**src/rtl/remote_frame_sync_assert.svh**
```systemverilog
// ----------------------------------------------------------------------------
// remote_frame_sync assertion macros
// Concurrent assertion helpers shared by the frame sync RTL.
// ----------------------------------------------------------------------------
`ifndef REMOTE_FRAME_SYNC_ASSERT_SVH
`define REMOTE_FRAME_SYNC_ASSERT_SVH

// Checked on every clock edge while out of reset.
`define RFS_ASSERT(lbl, prop, msg) \
  lbl: assert property (@(posedge clk_i) disable iff (!rst_ni) (prop)) else $error(msg);

// Checked on every clock edge, reset included.
`define RFS_ASSERT_ALWAYS(lbl, prop, msg) \
  lbl: assert property (@(posedge clk_i) (prop)) else $error(msg);

`endif

```
**src/rtl/rfs_pkg.sv**
```systemverilog
// ----------------------------------------------------------------------------
// rfs_pkg
// Frame constants and byte classifiers for the remote frame sync block.
// ----------------------------------------------------------------------------
`timescale 1ns / 1ps
`default_nettype none

package rfs_pkg;

  localparam logic [7:0] HdrA = 8'h5B;
  localparam logic [7:0] HdrB = 8'h5C;
  localparam logic [7:0] HdrC = 8'h5D;
  localparam logic [7:0] FtrA = 8'h2B;
  localparam logic [7:0] FtrB = 8'h2C;
  localparam logic [7:0] FtrC = 8'h2D;

  localparam int unsigned FrameLen   = 9;
  localparam int unsigned PayloadLen = 6;
  localparam int unsigned HeadW      = 7;
  localparam int unsigned OutDataW   = 56;  // 7 + 6*8 = 55, padded to bytes

  typedef logic [3:0] pos_t;

  localparam pos_t PosFirstPayload = pos_t'(2);
  localparam pos_t PosFooter       = pos_t'(FrameLen - 1);

  typedef struct packed {
    logic [OutDataW-HeadW-6*8-1:0] pad;
    logic [6*8-1:0]                payload;   // payload_5 .. payload_0
    logic [HeadW-1:0]              head_code;
  } out_data_t;

  function automatic logic is_header(input logic [7:0] b);
    is_header = (b == HdrA) || (b == HdrB) || (b == HdrC);
  endfunction

  function automatic logic footer_ok(input logic [7:0] hdr, input logic [7:0] b);
    footer_ok = ((hdr == HdrA) && (b == FtrA)) ||
                ((hdr == HdrB) && (b == FtrB)) ||
                ((hdr == HdrC) && (b == FtrC));
  endfunction

endpackage

`default_nettype wire

```
**src/rtl/remote_frame_sync.sv**
```systemverilog
// ----------------------------------------------------------------------------
// remote_frame_sync
// Finds 9-byte remote-control frames in a received byte stream.
// ----------------------------------------------------------------------------
// Usage:
//   s_axis_*  one received byte per item, in arrival order.
//   m_axis_*  one item per good frame: header code plus six payload bytes.
//   A frame is a header byte (0x5B/0x5C/0x5D) sent twice, six payload
//   bytes and a matching footer (0x2B/0x2C/0x2D). A bad footer drops the
//   frame with no output; a different header while waiting for the repeat
//   restarts on that byte, any other byte goes back to hunting.
// Throughput: one byte per cycle while no result is stalled. The sync state update is a single level
//   of compare/select logic feeding the state registers.
// Output: the result item appears on m_axis in the cycle after the footer
//   byte is accepted (output register).
// Reset: clears the sync phase, held header, byte position and the output
//   valid; the payload store is not reset (always written before use).
// Stall: the result waits in the output register. Bytes keep flowing while
//   it is empty or being taken in the same cycle; s_axis_tready drops only
//   while a result is held and m_axis_tready is low.
// ----------------------------------------------------------------------------
`timescale 1ns / 1ps
`default_nettype none

module remote_frame_sync
  import rfs_pkg::*;
(
  input  wire logic                clk_i,
  input  wire logic                rst_ni,
  input  wire logic                s_axis_tvalid,
  output logic                     s_axis_tready,
  input  wire logic [7:0]          s_axis_tdata,   // [7:0] data_byte
  output logic                     m_axis_tvalid,
  input  wire logic                m_axis_tready,
  // [6:0] head_code, [14:7] payload_0, [22:15] payload_1, [30:23] payload_2,
  // [38:31] payload_3, [46:39] payload_4, [54:47] payload_5, [55] zero
  output logic [OutDataW-1:0]      m_axis_tdata
);

  `include "remote_frame_sync_assert.svh"

  // Sync phase codes
  localparam logic [1:0] PhHunt    = 2'd0;
  localparam logic [1:0] PhRepeat  = 2'd1;
  localparam logic [1:0] PhCollect = 2'd2;

  logic [1:0] phase_q, phase_d;
  logic [7:0] hdr_q, hdr_d;
  pos_t       pos_q, pos_d;
  logic [7:0] payload_q [PayloadLen];

  logic       out_valid_q, out_valid_d;
  out_data_t  out_data_q;

  logic       in_fire;
  logic       frame_ok;
  logic       pay_we;
  logic [2:0] pay_idx;

  // Output register is free when empty or draining this cycle.
  assign s_axis_tready = !out_valid_q || m_axis_tready;
  assign in_fire       = s_axis_tvalid && s_axis_tready;

  assign pay_idx = 3'(pos_q - PosFirstPayload);

  always_comb begin
    phase_d  = phase_q;
    hdr_d    = hdr_q;
    pos_d    = pos_q;
    frame_ok = 1'b0;
    pay_we   = 1'b0;
    if (in_fire) begin
      unique case (phase_q)
        PhRepeat: begin
          if (s_axis_tdata == hdr_q) begin
            pos_d   = PosFirstPayload;
            phase_d = PhCollect;
          end else if (is_header(s_axis_tdata)) begin
            hdr_d = s_axis_tdata;
          end else begin
            phase_d = PhHunt;
          end
        end
        PhCollect: begin
          if (pos_q >= PosFooter) begin
            frame_ok = footer_ok(hdr_q, s_axis_tdata);
            phase_d  = PhHunt;
            pos_d    = '0;
          end else begin
            pay_we = (pos_q >= PosFirstPayload);
            pos_d  = pos_q + pos_t'(1);
          end
        end
        default: begin
          // Hunting; the unused code behaves the same.
          if (is_header(s_axis_tdata)) begin
            hdr_d   = s_axis_tdata;
            phase_d = PhRepeat;
          end else begin
            phase_d = PhHunt;
          end
        end
      endcase
    end
  end

  always_comb begin
    priority if (frame_ok) begin
      out_valid_d = 1'b1;
    end else if (m_axis_tready) begin
      out_valid_d = 1'b0;
    end else begin
      out_valid_d = out_valid_q;
    end
  end

  always_ff @(posedge clk_i or negedge rst_ni) begin
    if (!rst_ni) begin
      phase_q     <= PhHunt;
      hdr_q       <= '0;
      pos_q       <= '0;
      out_valid_q <= 1'b0;
    end else begin
      phase_q     <= phase_d;
      hdr_q       <= hdr_d;
      pos_q       <= pos_d;
      out_valid_q <= out_valid_d;
    end
  end

  // Payload store: one write port, read in parallel at the footer.
  always_ff @(posedge clk_i) begin
    if (pay_we) begin
      payload_q[pay_idx] <= s_axis_tdata;
    end
  end

  always_ff @(posedge clk_i) begin
    if (frame_ok) begin
      out_data_q.pad       <= '0;
      out_data_q.head_code <= hdr_q[HeadW-1:0];
      for (int k = 0; k < PayloadLen; k++) begin
        out_data_q.payload[k*8 +: 8] <= payload_q[k];
      end
    end
  end

  assign m_axis_tvalid = out_valid_q;
  assign m_axis_tdata  = out_data_q;

  // --------------------------------------------------------------------------
  // Assertions
  // --------------------------------------------------------------------------
  `RFS_ASSERT(a_result_after_footer,
              $rose(out_valid_q) |-> $past(phase_q == PhCollect && pos_q == PosFooter),
              "result raised without a footer byte")
  `RFS_ASSERT(a_collect_pos_range,
              (phase_q == PhCollect) |-> (pos_q >= PosFirstPayload && pos_q <= PosFooter),
              "byte position out of frame range")
  `RFS_ASSERT(a_head_code_valid,
              out_valid_q |-> (out_data_q.head_code == HdrA[HeadW-1:0] ||
                               out_data_q.head_code == HdrB[HeadW-1:0] ||
                               out_data_q.head_code == HdrC[HeadW-1:0]),
              "result carries a non-header code")
  `RFS_ASSERT_ALWAYS(a_no_accept_when_full,
                     (out_valid_q && !m_axis_tready) |-> !s_axis_tready,
                     "byte accepted while result register is stalled")

endmodule

`default_nettype wire

```
**config.mk**
```make
export PLATFORM = sky130hd
export DESIGN_NAME = remote_frame_sync
export DESIGN_NICKNAME = d
export VERILOG_FILES = /design/src/rtl/rfs_pkg.sv /design/src/rtl/remote_frame_sync.sv
export VERILOG_INCLUDE_DIRS = /design/src /design/src/rtl
export SDC_FILE = /design/constraint.sdc
export NUM_CORES = 1
export LEC_CHECK = 0
export BUFFER_PORTS_ARGS = -buffer_cell sky130_fd_sc_hd__buf_4
export CAP_MARGIN = 20
export CORE_MARGIN = 5
export CORE_UTILIZATION = 49
export CTS_CLUSTER_SIZE = 12
export DETAILED_ROUTE_END_ITERATION = 7
export GPL_ROUTABILITY_DRIVEN = 0
export HOLD_SLACK_MARGIN = 0.05
export PLACE_DENSITY_LB_ADDON = 0.1
export SYNTH_ARGS = -nofsm -noshare
export SYNTH_HDL_FRONTEND = slang
export SYNTH_SLANG_ARGS = --single-unit
export TNS_END_PERCENT = 20
```
**constraint.sdc**
```tcl
create_clock -name clk_i -period 2.7 [get_ports clk_i]
set_input_delay 0.54 -clock clk_i [delete_from_list [all_inputs] [get_ports clk_i]]
set_output_delay 0.54 -clock clk_i [all_outputs]
set_load 0.02 [all_outputs]
```
==> impl_metrics.json <==
{
  "worstSkewPairLatency_ps": 500,
  "htree_levels": 4,
  "drtIter0Drc": 145,
  "die_h_um": 101,
  "grt_pass1_vias": 2080,
  "synthToLayoutAreaGrowth_pct": 30.6,
  "dieWidth_um": 101,
  "synth-seq-area-share_pct": 84.9,
  "ys_ff_latch": 118,
  "synth.cell_area_um2": 4090,
  "power_switching_mw": 0.831,
  "power.share.sequential_pct": 49.5,
  "final_common_cell": "edfxtp_1",
  "rsz0062_at_grt": "false",
  "overflow": 0,
  "numCtsBuffers": 17,
  "regArea_um2": 3470,
  "io_pins": 70,
  "yosysWarnings": 0,
  "leakage_nw": 1.99,
  "multi_input_area_um2": 568,
  "p_comb_share_pct": 2.4,
  "vias": 2045,
  "cp_max_fo": 43,
  "min_period_over_period_pct": 78.6,
  "required_ps": 2880,
  "min_path_type": "input pin to register",
  "synth_edf_count": 103,
  "antennaDiodeCount": 0,
  "final_area_um2": 5330,
  "fillers": 579,
  "layout.nets": 313,
  "final_util_pct": 65.2,
  "critPathKind": "register to register",
  "power.total_mw": 4.07,
  "core_area_um2": 8180,
  "p_per_area_nw_per_um2": 763,
  "grt_pass1_wl_um": 11200,
  "drt_first_pass_iters": 4,
  "irDropWorstVdd_v": 0.000495,
  "cts_tree": "yes",
  "synth.distinct_cells": 41,
  "r2r_cells": 8,
  "grt_usage_pct": 15.0,
  "dr.max_layer_used": "met4",
  "synth_ff_type": "edfxtp_1",
  "layout_common_cells": "103 x edfxtp_1, 76 x buf_4, 16 x clkbuf_16",
  "met2_wirelength_um": 3380,
  "status": "finished, final reports clean",
  "drive_above_1_share_pct": 38.7,
  "wl_per_cell_um": 17.1,
  "syn_inst": 202,
  "start_util_pct": 50.0,
  "maxSlewViolCount": 0,
  "crit_path_end_kind": "register",
  "clockBufferDepth": 2,
  "min_period_ps": 2120,
  "cts-root-buf": "clkbuf_8",
  "synth_fp_nets": 218,
  "async_reset_ff_share_pct": 12.7,
  "grt_max_degree": 44,
  "fin_skew_ps": 7.61,
  "crit_arrival_ps": 2300,
  "portBuffers": 68,
  "rows": 33,
  "post_cts_buffers": 0,
  "pwr-share-clk_pct": 48.1,
  "place_hpwl_um": 4550,
  "drtAntennaViolNets": 0,
  "holdPathStages": 1,
  "start_kind": "register",
  "clock_sinks": 118,
  "wl_met3_um": 482,
  "avgSynthCellArea_um2": 20.2,
  "clock.fmax_mhz": 471,
  "cap_violations": 0,
  "p_sw_share_pct": 20.4,
  "grt_antenna_before_repair": 0,
  "wl_met1_um": 3130,
  "hold_viol": 0,
  "setup_viol": 0,
  "finalSetupTns_ps": 0,
  "via_per_inst": 4.93,
  "drc": 0,
  "die_area_um2": 10300,
  "intPower_mw": 3.24,
  "path_clk_slew_ps": 60,
  "routed_wl_um": 7080,
  "placed_area_um2": 4800
}
-- metrics by stage --
step           cells  hold slack [ps]  worst slack [ps]
3_5_place_dp     382              405               450
6_report         415              317               578
2_1_floorplan    202              244              99.6
4_1_cts          415              296               569
5_1_grt          415              300               352
3_3_place_gp     382              401               518
-- worst paths after layout --
| check | from | to | slack (ps) |
|---|---|---|---|
| max in group asynchronous | rst_ni | pos_q[0] | 2080 |
| min | s_axis_tdata[3] | payload_q[5][3] | 320 |
| max | phase_q[0] | m_axis_tdata[6] | 580 |
| max reg2reg | phase_q[0] | m_axis_tdata[6] | 580 |
| min in group asynchronous | rst_ni | hdr_q[2] | 430 |
| min reg2reg | payload_q[1][7] | m_axis_tdata[22] | 410 |
-- critical path: stages, from the launching register on --
cell,delay (ps)
dfrtp_1,370
inv_1,80
ha_1,210
nand2_1,60
nor4_1,310
o2111ai_1,180
a21o_1,220
clkinvlp_4,100
buf_12,230
-- layout make-up --
type                            instances  area share (%)
Clock inverter                         14            2.06
Sequential cell                       118            65.0
Inverter                                9           0.704
Tap cell                              105            2.46
Multi-Input combinational cell         73            10.6
Clock buffer                           18            7.83
Timing Repair Buffer                   78            11.3
-- flip-flops by register name, indices dropped and copies added, names as in the netlist --
signal / cells
hdr_q: 8
m_axis_tdata: 55
m_axis_tvalid: 1
payload_q: 48
phase_q: 2
pos_q: 4
-- cells in the mapped netlist (2+ instances only) --
cell      count  area, um^2
inv_1         9        33.8
dfrtp_1      15         375
nor3_1        8        40.0
a22o_1        2        17.5
xor2_1        8        70.1
nor2_1        3        11.3
nor4bb_1      2        20.0
o21ai_0       2        10.0
nand2_1       7        26.3
ha_1          4        50.1
mux2_4        3        45.0
nand2b_1      4        25.0
nand3_1       3        15.0
edfxtp_1    103        3090
and2_2        3        22.5
-- power by group through the flow --
stage / registers (mW) / logic, mW / clock network, mW
6_report: 2.02 / 0.0984 / 1.96
4_1_cts: 2.02 / 0.100 / 2.00
3_3_place_gp: 2.05 / 0.0967 / 0
3_5_place_dp: 2.05 / 0.0980 / 0
5_1_grt: 2.02 / 0.109 / 2.08
2_1_floorplan: 2.04 / 0.0556 / 0
-- repair_timing --
action,in CTS,in global routing
hold endpoints to repair,15,0
hold buffers,1,0
resized for setup,0,0
-- cell families after synthesis --
family	share of synthesized area, %
buf+inv	1.19
mux	1.35
flops	84.9
xor+xnor	1.72
compound gates	3.09
fa+ha+maj	1.23
other cells	0.0918
simple gates	6.43
-- metal layers --
| metal | up-vias | track usage [%] |
|---|---|---|
| met5 | - | 0 |
| met4 | 0 | 6.03 |
| met3 | 8 | 5.37 |
| met2 | 71 | 22.7 |
| met1 | 998 | 20.0 |
| li1 | 968 | - |
Note: power is estimated with default switching activity, not from simulation.
